<file path="config.mk">
export PLATFORM = sky130hd
export DESIGN_NAME = raise_wrist_gesture_detector
export DESIGN_NICKNAME = d
export VERILOG_FILES = /design/src/hdl/rwg_pkg.sv /design/src/hdl/rwg_front.sv /design/src/hdl/rwg_queue.sv /design/src/hdl/rwg_back.sv /design/src/hdl/raise_wrist_gesture_detector.sv
export SDC_FILE = /design/constraint.sdc
export NUM_CORES = 2
export LEC_CHECK = 0
export ABC_AREA = 1
export BUFFER_PORTS_ARGS = -buffer_cell sky130_fd_sc_hd__buf_4
export CORE_MARGIN = 5
export CORE_UTILIZATION = 65
export DETAILED_ROUTE_END_ITERATION = 8
export PLACE_DENSITY = 0.87
export SLEW_MARGIN = 25
export SYNTH_ARGS = -nofsm -noshare
export SYNTH_HDL_FRONTEND = slang
export SYNTH_HIERARCHICAL = 1
export SYNTH_SLANG_ARGS = --single-unit
</file>
<file path="constraint.sdc">
create_clock -name clk -period 14.6 [get_ports clk]
set_clock_uncertainty 0.15 [all_clocks]
set_input_delay 0.73 -clock clk [delete_from_list [all_inputs] [get_ports clk]]
set_output_delay 0.73 -clock clk [all_outputs]
set_load 0.005 [all_outputs]
</file>
<file path="src/hdl/rwg_pkg.sv">
package rwg_pkg;

  localparam int MG_W   = 13;
  localparam int RAW_W  = 16;
  localparam int PROD_W = 27;
  localparam int SUM_W  = 15;

  localparam logic signed [PROD_W-1:0] MG_SCALE   = 27'sd1000;
  localparam logic signed [PROD_W-1:0] LSB_ROUND  = 27'sd8191;
  localparam int                       LSB_SHIFT  = 13;
  localparam logic [SUM_W-1:0]         GRAVITY_MIN = 15'd600;
  localparam logic [SUM_W-1:0]         GRAVITY_MAX = 15'd1900;
  localparam logic signed [MG_W-1:0]   Y_NEG_LIMIT = -13'sd80;

  localparam logic [1:0] OP_BEGIN  = 2'd0;
  localparam logic [1:0] OP_SAMPLE = 2'd1;
  localparam logic [1:0] OP_END    = 2'd2;

  localparam logic [2:0] CFG_WARMUP_SAMPLES = 3'd0;
  localparam logic [2:0] CFG_MIN_ARM_MOTION = 3'd1;
  localparam logic [2:0] CFG_MIN_Z_RISE     = 3'd2;
  localparam logic [2:0] CFG_FACE_MIN_Z     = 3'd3;
  localparam logic [2:0] CFG_STABLE_DELTA   = 3'd4;
  localparam logic [2:0] CFG_Y_DROP_MIN     = 3'd5;
  localparam logic [2:0] CFG_POSE_DELTA_MIN = 3'd6;
  localparam logic [2:0] CFG_STABLE_SAMPLES = 3'd7;

  typedef enum logic [1:0] {
    KIND_BEGIN,
    KIND_SAMPLE,
    KIND_END,
    KIND_NONE
  } kind_t;

  typedef struct packed {
    kind_t                  kind;
    logic                   sample_valid;
    logic signed [MG_W-1:0] x_mg;
    logic signed [MG_W-1:0] y_mg;
    logic signed [MG_W-1:0] z_mg;
  } req_t;

  function automatic logic [MG_W-1:0] abs14(input logic signed [MG_W:0] v);
    logic signed [MG_W:0] n;
    n = -v;
    return v[MG_W] ? n[MG_W-1:0] : v[MG_W-1:0];
  endfunction

endpackage

</file>
<file path="src/hdl/rwg_front.sv">
module rwg_front
  import rwg_pkg::*;
(
  input  logic        in_tvalid,
  output logic        in_tready,
  input  logic [47:0] in_tdata,
  input  logic [2:0]  in_tuser,
  input  logic        q_full,
  output logic        push,
  output req_t        push_req
);

  logic signed [RAW_W-1:0] raw [3];
  logic signed [MG_W-1:0]  mg  [3];
  logic [1:0]              op;
  logic                    valid;

  function automatic logic signed [MG_W-1:0] to_mg(input logic signed [RAW_W-1:0] r);
    logic signed [PROD_W-1:0] prod;
    logic signed [PROD_W-1:0] adj;
    prod = PROD_W'(r) * MG_SCALE;
    adj  = prod[PROD_W-1] ? prod + LSB_ROUND : prod;
    return adj[LSB_SHIFT+MG_W-1:LSB_SHIFT];
  endfunction

  assign raw[0] = in_tdata[15:0];
  assign raw[1] = in_tdata[31:16];
  assign raw[2] = in_tdata[47:32];
  assign op     = in_tuser[1:0];
  assign valid  = in_tuser[2];

  always_comb begin
    for (int i = 0; i < 3; i++) begin
      mg[i] = valid ? to_mg(raw[i]) : '0;
    end
  end

  always_comb begin
    unique case (op)
      OP_BEGIN:  push_req.kind = KIND_BEGIN;
      OP_SAMPLE: push_req.kind = KIND_SAMPLE;
      OP_END:    push_req.kind = KIND_END;
      default:   push_req.kind = KIND_NONE;
    endcase
    push_req.sample_valid = valid;
    push_req.x_mg         = mg[0];
    push_req.y_mg         = mg[1];
    push_req.z_mg         = mg[2];
  end

  assign in_tready = !q_full;
  assign push      = in_tvalid && !q_full;

endmodule

</file>
<file path="src/hdl/rwg_queue.sv">
module rwg_queue
  import rwg_pkg::*;
#(
  parameter int DEPTH = 4
) (
  input  logic clk,
  input  logic rst_n,
  input  logic push,
  input  req_t push_req,
  output logic full,
  input  logic pop,
  output req_t head,
  output logic nonempty
);

  localparam int PW = (DEPTH > 1) ? $clog2(DEPTH) : 1;
  localparam int CW = $clog2(DEPTH + 1);

  req_t          mem [DEPTH];
  logic [PW-1:0] wr_ptr_r, wr_ptr_nxt;
  logic [PW-1:0] rd_ptr_r, rd_ptr_nxt;
  logic [CW-1:0] count_r, count_nxt;

  function automatic logic [PW-1:0] bump(input logic [PW-1:0] p);
    return (p == PW'(DEPTH - 1)) ? '0 : p + 1'b1;
  endfunction

  assign full     = (count_r == CW'(DEPTH));
  assign nonempty = (count_r != '0);
  assign head     = mem[rd_ptr_r];

  always_comb begin
    wr_ptr_nxt = push ? bump(wr_ptr_r) : wr_ptr_r;
    rd_ptr_nxt = pop ? bump(rd_ptr_r) : rd_ptr_r;
    count_nxt  = count_r;
    if (push && !pop) begin
      count_nxt = count_r + 1'b1;
    end else if (pop && !push) begin
      count_nxt = count_r - 1'b1;
    end
  end

  always_ff @(posedge clk) begin
    if (!rst_n) begin
      wr_ptr_r <= '0;
      rd_ptr_r <= '0;
      count_r  <= '0;
    end else begin
      wr_ptr_r <= wr_ptr_nxt;
      rd_ptr_r <= rd_ptr_nxt;
      count_r  <= count_nxt;
    end
  end

  always_ff @(posedge clk) begin
    if (push) begin
      mem[wr_ptr_r] <= push_req;
    end
  end

endmodule

</file>
<file path="src/hdl/rwg_back.sv">
module rwg_back
  import rwg_pkg::*;
(
  input  logic        clk,
  input  logic        rst_n,
  input  logic        cfg_valid,
  output logic        cfg_ready,
  input  logic [2:0]  cfg_index,
  input  logic [14:0] cfg_data,
  input  logic        q_nonempty,
  input  req_t        head,
  output logic        pop,
  output logic        out_tvalid,
  input  logic        out_tready,
  output logic [47:0] out_tdata
);

  logic [7:0]             warmup_samples_r;
  logic [SUM_W-1:0]       min_arm_motion_r;
  logic [MG_W-1:0]        min_z_rise_r;
  logic signed [MG_W-1:0] face_min_z_r;
  logic [SUM_W-1:0]       stable_delta_r;
  logic [MG_W-1:0]        y_drop_min_r;
  logic [SUM_W-1:0]       pose_delta_min_r;
  logic [7:0]             stable_samples_r;

  logic                   armed_r, armed_nxt;
  logic                   motion_r, motion_nxt;
  logic [7:0]             warm_r, warm_nxt;
  logic [7:0]             run_r, run_nxt;
  logic signed [MG_W-1:0] base_r [3];
  logic signed [MG_W-1:0] base_nxt [3];
  logic signed [MG_W-1:0] prev_r [3];
  logic signed [MG_W-1:0] prev_nxt [3];

  logic                   out_tvalid_r, out_tvalid_nxt;
  logic [47:0]            out_tdata_r, out_tdata_nxt;

  logic signed [MG_W-1:0] ax [3];
  logic [SUM_W-1:0]       frame, pose, total;
  logic signed [MG_W:0]   z_rise, y_drop;
  logic                   gravity, face, stable, qual, wake;

  assign cfg_ready  = 1'b1;
  assign out_tvalid = out_tvalid_r;
  assign out_tdata  = out_tdata_r;
  assign pop        = q_nonempty && (!out_tvalid_r || out_tready);

  assign ax[0] = head.x_mg;
  assign ax[1] = head.y_mg;
  assign ax[2] = head.z_mg;

  always_comb begin
    frame = '0;
    pose  = '0;
    total = '0;
    for (int i = 0; i < 3; i++) begin
      frame = frame + SUM_W'(abs14({ax[i][MG_W-1], ax[i]} - {prev_r[i][MG_W-1], prev_r[i]}));
      pose  = pose + SUM_W'(abs14({ax[i][MG_W-1], ax[i]} - {base_r[i][MG_W-1], base_r[i]}));
      total = total + SUM_W'(abs14({ax[i][MG_W-1], ax[i]}));
    end
    z_rise = {ax[2][MG_W-1], ax[2]} - {base_r[2][MG_W-1], base_r[2]};
    y_drop = {base_r[1][MG_W-1], base_r[1]} - {ax[1][MG_W-1], ax[1]};
  end

  always_comb begin
    armed_nxt  = armed_r;
    motion_nxt = motion_r;
    warm_nxt   = warm_r;
    run_nxt    = run_r;
    base_nxt   = base_r;
    prev_nxt   = prev_r;
    gravity    = (total >= GRAVITY_MIN) && (total <= GRAVITY_MAX);
    face       = (ax[2] >= face_min_z_r)
              && ((z_rise >= $signed({1'b0, min_z_rise_r}))
               || (y_drop >= $signed({1'b0, y_drop_min_r}))
               || (ax[1] <= Y_NEG_LIMIT)
               || (pose >= pose_delta_min_r));
    stable     = (frame <= stable_delta_r);
    qual       = 1'b0;
    wake       = 1'b0;
    unique case (head.kind)
      KIND_BEGIN: begin
        armed_nxt  = head.sample_valid;
        motion_nxt = 1'b0;
        warm_nxt   = warmup_samples_r;
        run_nxt    = '0;
        if (head.sample_valid) begin
          base_nxt = ax;
          prev_nxt = ax;
        end
      end
      KIND_SAMPLE: begin
        if (armed_r && head.sample_valid) begin
          prev_nxt = ax;
          if (warm_r != '0) begin
            base_nxt = ax;
            warm_nxt = warm_r - 1'b1;
          end else begin
            motion_nxt = motion_r || (frame >= min_arm_motion_r)
                      || (pose >= pose_delta_min_r);
            qual = motion_nxt && gravity && face && stable;
            if (qual) begin
              run_nxt = (run_r == 8'hFF) ? run_r : run_r + 1'b1;
              wake    = (run_nxt >= stable_samples_r);
            end else begin
              run_nxt = '0;
            end
          end
        end
      end
      KIND_END: begin
        armed_nxt  = 1'b0;
        motion_nxt = 1'b0;
        run_nxt    = '0;
      end
      KIND_NONE: begin
      end
    endcase
  end

  always_comb begin
    out_tvalid_nxt = out_tvalid_r;
    out_tdata_nxt  = out_tdata_r;
    if (pop) begin
      out_tvalid_nxt = 1'b1;
      out_tdata_nxt  = {7'd0, ax[2], ax[1], ax[0], armed_nxt, wake};
    end else if (out_tready) begin
      out_tvalid_nxt = 1'b0;
    end
  end

  always_ff @(posedge clk) begin
    if (!rst_n) begin
      warmup_samples_r <= 8'd6;
      min_arm_motion_r <= 15'd160;
      min_z_rise_r     <= 13'd100;
      face_min_z_r     <= 13'sd650;
      stable_delta_r   <= 15'd450;
      y_drop_min_r     <= 13'd380;
      pose_delta_min_r <= 15'd430;
      stable_samples_r <= 8'd1;
    end else if (cfg_valid) begin
      unique case (cfg_index)
        CFG_WARMUP_SAMPLES: warmup_samples_r <= cfg_data[7:0];
        CFG_MIN_ARM_MOTION: min_arm_motion_r <= cfg_data;
        CFG_MIN_Z_RISE:     min_z_rise_r     <= cfg_data[12:0];
        CFG_FACE_MIN_Z:     face_min_z_r     <= cfg_data[12:0];
        CFG_STABLE_DELTA:   stable_delta_r   <= cfg_data;
        CFG_Y_DROP_MIN:     y_drop_min_r     <= cfg_data[12:0];
        CFG_POSE_DELTA_MIN: pose_delta_min_r <= cfg_data;
        CFG_STABLE_SAMPLES: stable_samples_r <= cfg_data[7:0];
      endcase
    end
  end

  always_ff @(posedge clk) begin
    if (!rst_n) begin
      armed_r      <= 1'b0;
      motion_r     <= 1'b0;
      warm_r       <= '0;
      run_r        <= '0;
      out_tvalid_r <= 1'b0;
      for (int i = 0; i < 3; i++) begin
        base_r[i] <= '0;
        prev_r[i] <= '0;
      end
    end else begin
      out_tvalid_r <= out_tvalid_nxt;
      if (pop) begin
        armed_r  <= armed_nxt;
        motion_r <= motion_nxt;
        warm_r   <= warm_nxt;
        run_r    <= run_nxt;
        base_r   <= base_nxt;
        prev_r   <= prev_nxt;
      end
    end
  end

  always_ff @(posedge clk) begin
    out_tdata_r <= out_tdata_nxt;
  end

endmodule

</file>
<file path="src/hdl/raise_wrist_gesture_detector.sv">
// A request is written into the queue and then, when popped, into the output register.
// Throughput: one request per cycle while out_tready stays high, set by the back-end state update;
// an output stall holds QUEUE_DEPTH queued requests plus one in the output register.
// Reset (rst_n, synchronous, active low) empties the queue, disarms the
// detector, clears its state and loads the register defaults.
module raise_wrist_gesture_detector
  import rwg_pkg::*;
#(
  parameter int QUEUE_DEPTH = 4
) (
  input  logic        clk,
  input  logic        rst_n,
  input  logic        in_tvalid,
  output logic        in_tready,
  input  logic [47:0] in_tdata,   // raw_x, raw_y, raw_z
  input  logic [2:0]  in_tuser,   // operation[1:0], sample_valid
  output logic        out_tvalid,
  input  logic        out_tready,
  output logic [47:0] out_tdata,  // wake, detecting, x_mg, y_mg, z_mg, zero pad
  input  logic        cfg_valid,
  output logic        cfg_ready,
  input  logic [2:0]  cfg_index,
  input  logic [14:0] cfg_data
);

  logic push, pop, q_full, q_nonempty;
  req_t push_req, head;

  rwg_front u_front (
    .in_tvalid (in_tvalid),
    .in_tready (in_tready),
    .in_tdata  (in_tdata),
    .in_tuser  (in_tuser),
    .q_full    (q_full),
    .push      (push),
    .push_req  (push_req)
  );

  rwg_queue #(
    .DEPTH (QUEUE_DEPTH)
  ) u_queue (
    .clk      (clk),
    .rst_n    (rst_n),
    .push     (push),
    .push_req (push_req),
    .full     (q_full),
    .pop      (pop),
    .head     (head),
    .nonempty (q_nonempty)
  );

  rwg_back u_back (
    .clk        (clk),
    .rst_n      (rst_n),
    .cfg_valid  (cfg_valid),
    .cfg_ready  (cfg_ready),
    .cfg_index  (cfg_index),
    .cfg_data   (cfg_data),
    .q_nonempty (q_nonempty),
    .head       (head),
    .pop        (pop),
    .out_tvalid (out_tvalid),
    .out_tready (out_tready),
    .out_tdata  (out_tdata)
  );

endmodule

</file>
**Word level (Yosys, flattened, before mapping)**

Memory sizes are Yosys's and may differ from the RTL's. A register that Yosys moved wholly into a read port is not among the register bits.
Cells that the tools add are included.

- Add/sub/neg operators: 31
- $mul: 3
- Magnitude comparators: 10
- Equal/unequal tests: 19
- Muxes and demuxes: 44
- Bitwise logic cells: 3
- Reductions and logical operators: 43

Operators by type and width:

| kind | count |
|---|---|
| 13-bit 2-to-1 mux | 12 |
| 39-bit 2-to-1 mux | 4 |
| 39-bit one-hot mux with 2 select lines | 2 |
| 13-bit negation | 9 |
| 13-bit by 13-bit subtractor with 14-bit output | 7 |
| 26-bit by 14-bit adder with 26-bit output (second input constant) | 3 |
| 26-bit 2-to-1 mux | 3 |
| 16-bit by 8-bit multiplier with 24-bit output (second input constant) | 3 |
| 8-bit 2-to-1 mux | 6 |
| 15-bit by 13-bit adder with 15-bit output | 3 |
| 13-bit by 13-bit adder with 14-bit output | 3 |
| 8-bit one-hot mux with 2 select lines | 2 |
| 15-bit >= comparator | 2 |
| 14-bit >= comparator | 2 |
| 2-bit AND reduction | 8 |
| 3-bit == test (second input constant) | 5 |
| 15-bit by 10-bit >= comparator with 1-bit output (second input constant) | 1 |
| 15-bit by 11-bit less-or-equal comparator with 1-bit output (second input constant) | 1 |
| 15-bit less-or-equal comparator | 1 |
| 13-bit >= comparator | 1 |
| 13-bit by 8-bit less-or-equal comparator with 1-bit output (second input constant) | 1 |
| 4-bit AND reduction | 3 |
| 1-bit logical AND | 10 |
| 8-bit by 1-bit adder with 8-bit output (second input constant) | 1 |
| 28 further kinds | 60 |

- Register bits: 245
- RAM bits: 168
- Bits of input ports: 74
- Output and inout port bits: 51
- Memories: 1

Memories:

| name | depth | bits a word | rd ports | clocked after memory_dff | write ports | line | RTL |
|---|---|---|---|---|---|---|---|
| u_queue.mem | 4 | 42 | 1 | 1 | 1 | rwg_queue.sv:19 | `req_t mem [DEPTH];` |

**Logic depth before layout (Yosys ltp)**

- Depth after elaboration: 15
- Depth in mapped cells: 48
- Depth with buffers taken out: 44

**Hierarchy**

Netlist, hierarchy kept.

Modules (own cells, without submodules):

| module | instances | cells an instance | area an instance (um2) |
|---|---|---|---|
| rwg_back | 1 | 2871 | 20309.5 |
| rwg_front | 1 | 1919 | 12574.6 |
| rwg_queue | 1 | 466 | 6707.7 |

**Worst setup path after synthesis**

Ideal clock, no wire load.

- Kind: register to register
- From: register with a tool-made name
- To: register u_back.run_r[6]
- Setup time: 0.070 ns
- Arrival time: 6.258 ns
- Required time: 14.380 ns
- Setup slack: 8.122 ns
- Stages on the path, launching flop included: 45
- Path buffers: 5
- Path through: dfxtp_1 buf_6 inv_4 buf_6 buf_6 nor2_1 o22ai_1 buf_2 clkinv_1 ha_1 buf_2 nand2_1 nor2_1 inv_1 nor2_1 inv_1 nor2_2 nor2_2 [... 9 more ...] a21oi_1 o21bai_1 a21oi_1 o21ai_0 a21oi_1 o21ai_0 xnor2_1 ha_1 nand2_1 nor3b_1 nand2_1 nand3_1 inv_1 nand2_1 nand2_1 nor2_2 nand4_1 a21oi_1

RTL lines:

| item | line | RTL |
|---|---|---|
| end signal: assignment | rwg_back.sv:174 | `run_r <= run_nxt;` |
| end: declaration | rwg_back.sv:30 | `logic [7:0] run_r, run_nxt;` |

==> flow_summary.rst <==
.. list-table::
   :header-rows: 1

   * - Metric
     - Value
   * - Outcome
     - complete, no violations
   * - Count of flip-flops with a built-in enable after synthesis
     - 209
   * - Core region area
     - 0.0604 sq mm
   * - Initial Util
     - 65.6%
   * - Wire length of the first global-routing pass
     - 161,000 microns
   * - HPWL Detailed
     - 76,300 microns
   * - Slowest CP cell
     - sky130_fd_sc_hd__o22ai_1
   * - Worst slew margin relative to its limit
     - 32.5%
   * - Most instantiated flip-flop cell in the synthesis netlist
     - sky130_fd_sc_hd__edfxtp_1
   * - Hold buffer count at cts
     - 0
   * - Highest fanout seen on the critical path
     - 43
   * - Final Critical Period
     - 8180 ps
   * - Sequential-to-total area share from yosys stat
     - 26.3%
   * - Critical Path Start Type
     - flop
   * - Least setup slack across all paths after layout
     - 6420 ps
   * - Share of the synthesized area in the top cell type
     - 15.9%
   * - Cell area after synthesis
     - 0.0396 sq mm
   * - Vias in the first global route
     - 32,565
   * - Number of top-level pins
     - 125
   * - Crit Path Class
     - flop to flop
   * - Post-CTS Resized
     - 0
   * - Synthesized flop and latch total
     - 415
   * - Post-synthesis instance total
     - 5,256
   * - H-tree levels
     - 2
   * - Via Count
     - 33,934
   * - CP Capture Type
     - flop
   * - Final GP Congestion
     - 0.973
   * - Number of DRC markers after the initial detailed-route iteration
     - 2,710
   * - Largest stage delay, worst path
     - 660 ps
   * - Number of antenna violations at the first check in global routing
     - 0
   * - Worst EP required
     - 14,950 ps
   * - Dominant cells by area after synthesis
     - sky130_fd_sc_hd__edfxtp_1 16%, sky130_fd_sc_hd__ha_1 14%, sky130_fd_sc_hd__fa_1 11%, sky130_fd_sc_hd__inv_1 11%, sky130_fd_sc_hd__dfxtp_1 10%
   * - Fraction of registers with async set or reset after synthesis
     - 0%
   * - Sinks on Clock Net
     - 415
   * - Count of different cell masters after synthesis
     - 60
   * - Syn avg cell area
     - 7.53 sq um
   * - Cell type contributing the most total cell area after synthesis
     - sky130_fd_sc_hd__edfxtp_1
   * - Gr ovfl total
     - 0
   * - Horizontal extent of the die
     - 257 microns
   * - TritonCTS clock tree
     - built
   * - Number of nets with antenna violations after detailed routing
     - 0
   * - Wire length per cell
     - 15.9 microns
   * - Root cell of the clock tree
     - sky130_fd_sc_hd__clkbuf_16
   * - Routed via count divided by cell count
     - 5.49
   * - DRC violation count after routing
     - 0
   * - Final instance area
     - 0.0427 sq mm
   * - Fill cell total of the finished layout
     - 4,737
   * - Number of pins exceeding their max-slew limit in the final report
     - 0
   * - Final net count
     - 6,088
   * - Layout-stage area growth over the synthesis result
     - 7.91%
   * - Commonest cells after routing, fill and taps aside
     - 1,171 x sky130_fd_sc_hd__inv_1, 944 x sky130_fd_sc_hd__nand2_1, 428 x sky130_fd_sc_hd__ha_1, 424 x sky130_fd_sc_hd__nor2_1, 363 x sky130_fd_sc_hd__a21oi_1
   * - CTS Buffer Depth
     - 3
   * - Post-Place Setup Slack
     - 6620 ps
   * - Total global-route track usage
     - 29.2%
   * - Maximum number of pins on one net before global-route repair
     - 113
   * - Clock input transition at the sequential cells of the worst setup and hold paths
     - 60 ps
   * - Floorplan die area
     - 0.0659 sq mm
   * - Total placed instance area
     - 0.0412 sq mm
   * - Final count of negative-setup-slack endpoints
     - 0
   * - Fmax
     - 122 MHz
   * - Setup Fix Bufs, Post-CTS
     - 0
   * - Ys Warns
     - 6
   * - Most common library cell in the layout ignoring fill and taps
     - sky130_fd_sc_hd__inv_1
   * - Placement row count
     - 90
   * - Fraction of the cycle the final worst path needs
     - 56.0%
   * - Share of layout cells above drive strength 1
     - 6.99%
   * - Port Buffer Count
     - 116
   * - Classification of the worst-slack hold path
     - input port to flop
   * - Crit-path most repeated cell
     - sky130_fd_sc_hd__inv_1
   * - Transition at the pin with the smallest max-transition slack
     - 1010 ps
   * - Hold WS
     - 209 ps
   * - Setup Total Neg Slack
     - 0 ps
   * - Count of maximum capacitance violations
     - 0
   * - Post-Route WL
     - 98,300 microns
   * - Inserted Clock Buffers
     - 43
   * - Worst EP arrival
     - 8530 ps
   * - Worst skew pair latency
     - 600 ps
   * - Final hold viol count
     - 0
   * - Number of search-and-repair iterations in the first detailed-routing pass
     - 6
   * - Setup repair after global routing missed its margin
     - no
   * - Die Span Y
     - 257 microns
[critical path: cells and delay by family (launching register included)]
family	cells	cell delay [ps]
xor gates and xnor gates	1	140
adders and majority gates	5	1880
buffers and inverters	9	1460
DFF	1	300
and+or+nand+nor	15	1960
AOI/OAI and AO/OA	11	2180
[layout make-up]
type	count	area (sq um)	share of cell area (%)
Clock buffer	58	1220	2.86
Inverter	1200	4510	10.6
Antenna cell	1	2.50	0.00586
Timing Repair Buffer	155	1160	2.72
Tap cell	782	978	2.29
Clock inverter	20	269	0.630
Sequential cell	415	10400	24.3
Multi-Input combinational cell	3545	24200	56.6
[per-stage QoR]
stage / cells / utilization [%]
floorplan: 5262 / -
global placement: 6097 / 68.3
detailed placement: 6097 / 68.3
CTS: 6175 / 70.8
global route: 6175 / 70.8
finish: 6176 / 70.8
[Yosys cell counts, drive strengths merged (15+ instances only)]
| cell | count |
|---|---|
| o211ai | 31 |
| nand2 | 986 |
| nor3 | 49 |
| edfxtp | 209 |
| inv | 1195 |
| clkbuf | 62 |
| nand3 | 204 |
| xor2 | 143 |
| fa | 226 |
| o21ai | 352 |
| nor2 | 471 |
| nand4 | 63 |
| dfxtp | 206 |
| buf | 40 |
| a21oi | 377 |
| xnor2 | 54 |
| nand3b | 22 |
| o22ai | 44 |
| ha | 428 |
| a21o | 15 |
[flip-flops by register name (all words and copies together), names as in the netlist, 2 cells and up, named ones only]
signal                   flops
u_back/run_r                 8
u_back/stable_samples_r      8
u_back/out_tdata            41
u_back/warmup_samples_r      8
u_back/y_drop_min_r         13
u_queue/rd_ptr_r             2
u_back/warm_r                8
u_back/pose_delta_min_r     15
u_queue/wr_ptr_r             2
u_queue/count_r              3
u_back/min_arm_motion_r     15
u_back/stable_delta_r       15
u_back/prev_r               39
u_back/base_r               39
u_queue/mem                168
u_back/min_z_rise_r         13
u_back/face_min_z_r         13
[layer usage]
layer	vias up	share of wire (%)	global-route usage [%]	routed length, microns
met5	-	0	0	0
met3	299	6.0	3.69	5910
met4	0	6.1	14.6	5980
met1	15671	41	36.5	40100
met2	1150	47	50.2	46400
li1	16814	-	-	-
[final timing paths]
check / start / to / slack (ps) / depth (start not counted)
hold / removal: in_tuser[0] / u_queue/mem[0][40] / 210 / 1
setup reg to reg: flop / u_back/run_r[1] / 6420 / 41
setup / recovery: flop / u_back/run_r[1] / 6420 / 41
hold reg to reg: u_back/prev_r[8] / u_back/prev_r[8] / 310 / 2
[cell families after synthesis]
logic type | Yosys count | share of synthesized area [%]
other cells | 2 | 0.0190
xor+xnor | 197 | 4.43
buf+inv | 1302 | 12.7
simple gates | 1819 | 19.7
compound gates | 867 | 11.9
flops | 415 | 26.3
fa+ha+maj | 654 | 25.0
Power is not shown: default switching activity piles up to over one toggle a cycle in this logic, so the estimate is an artifact.
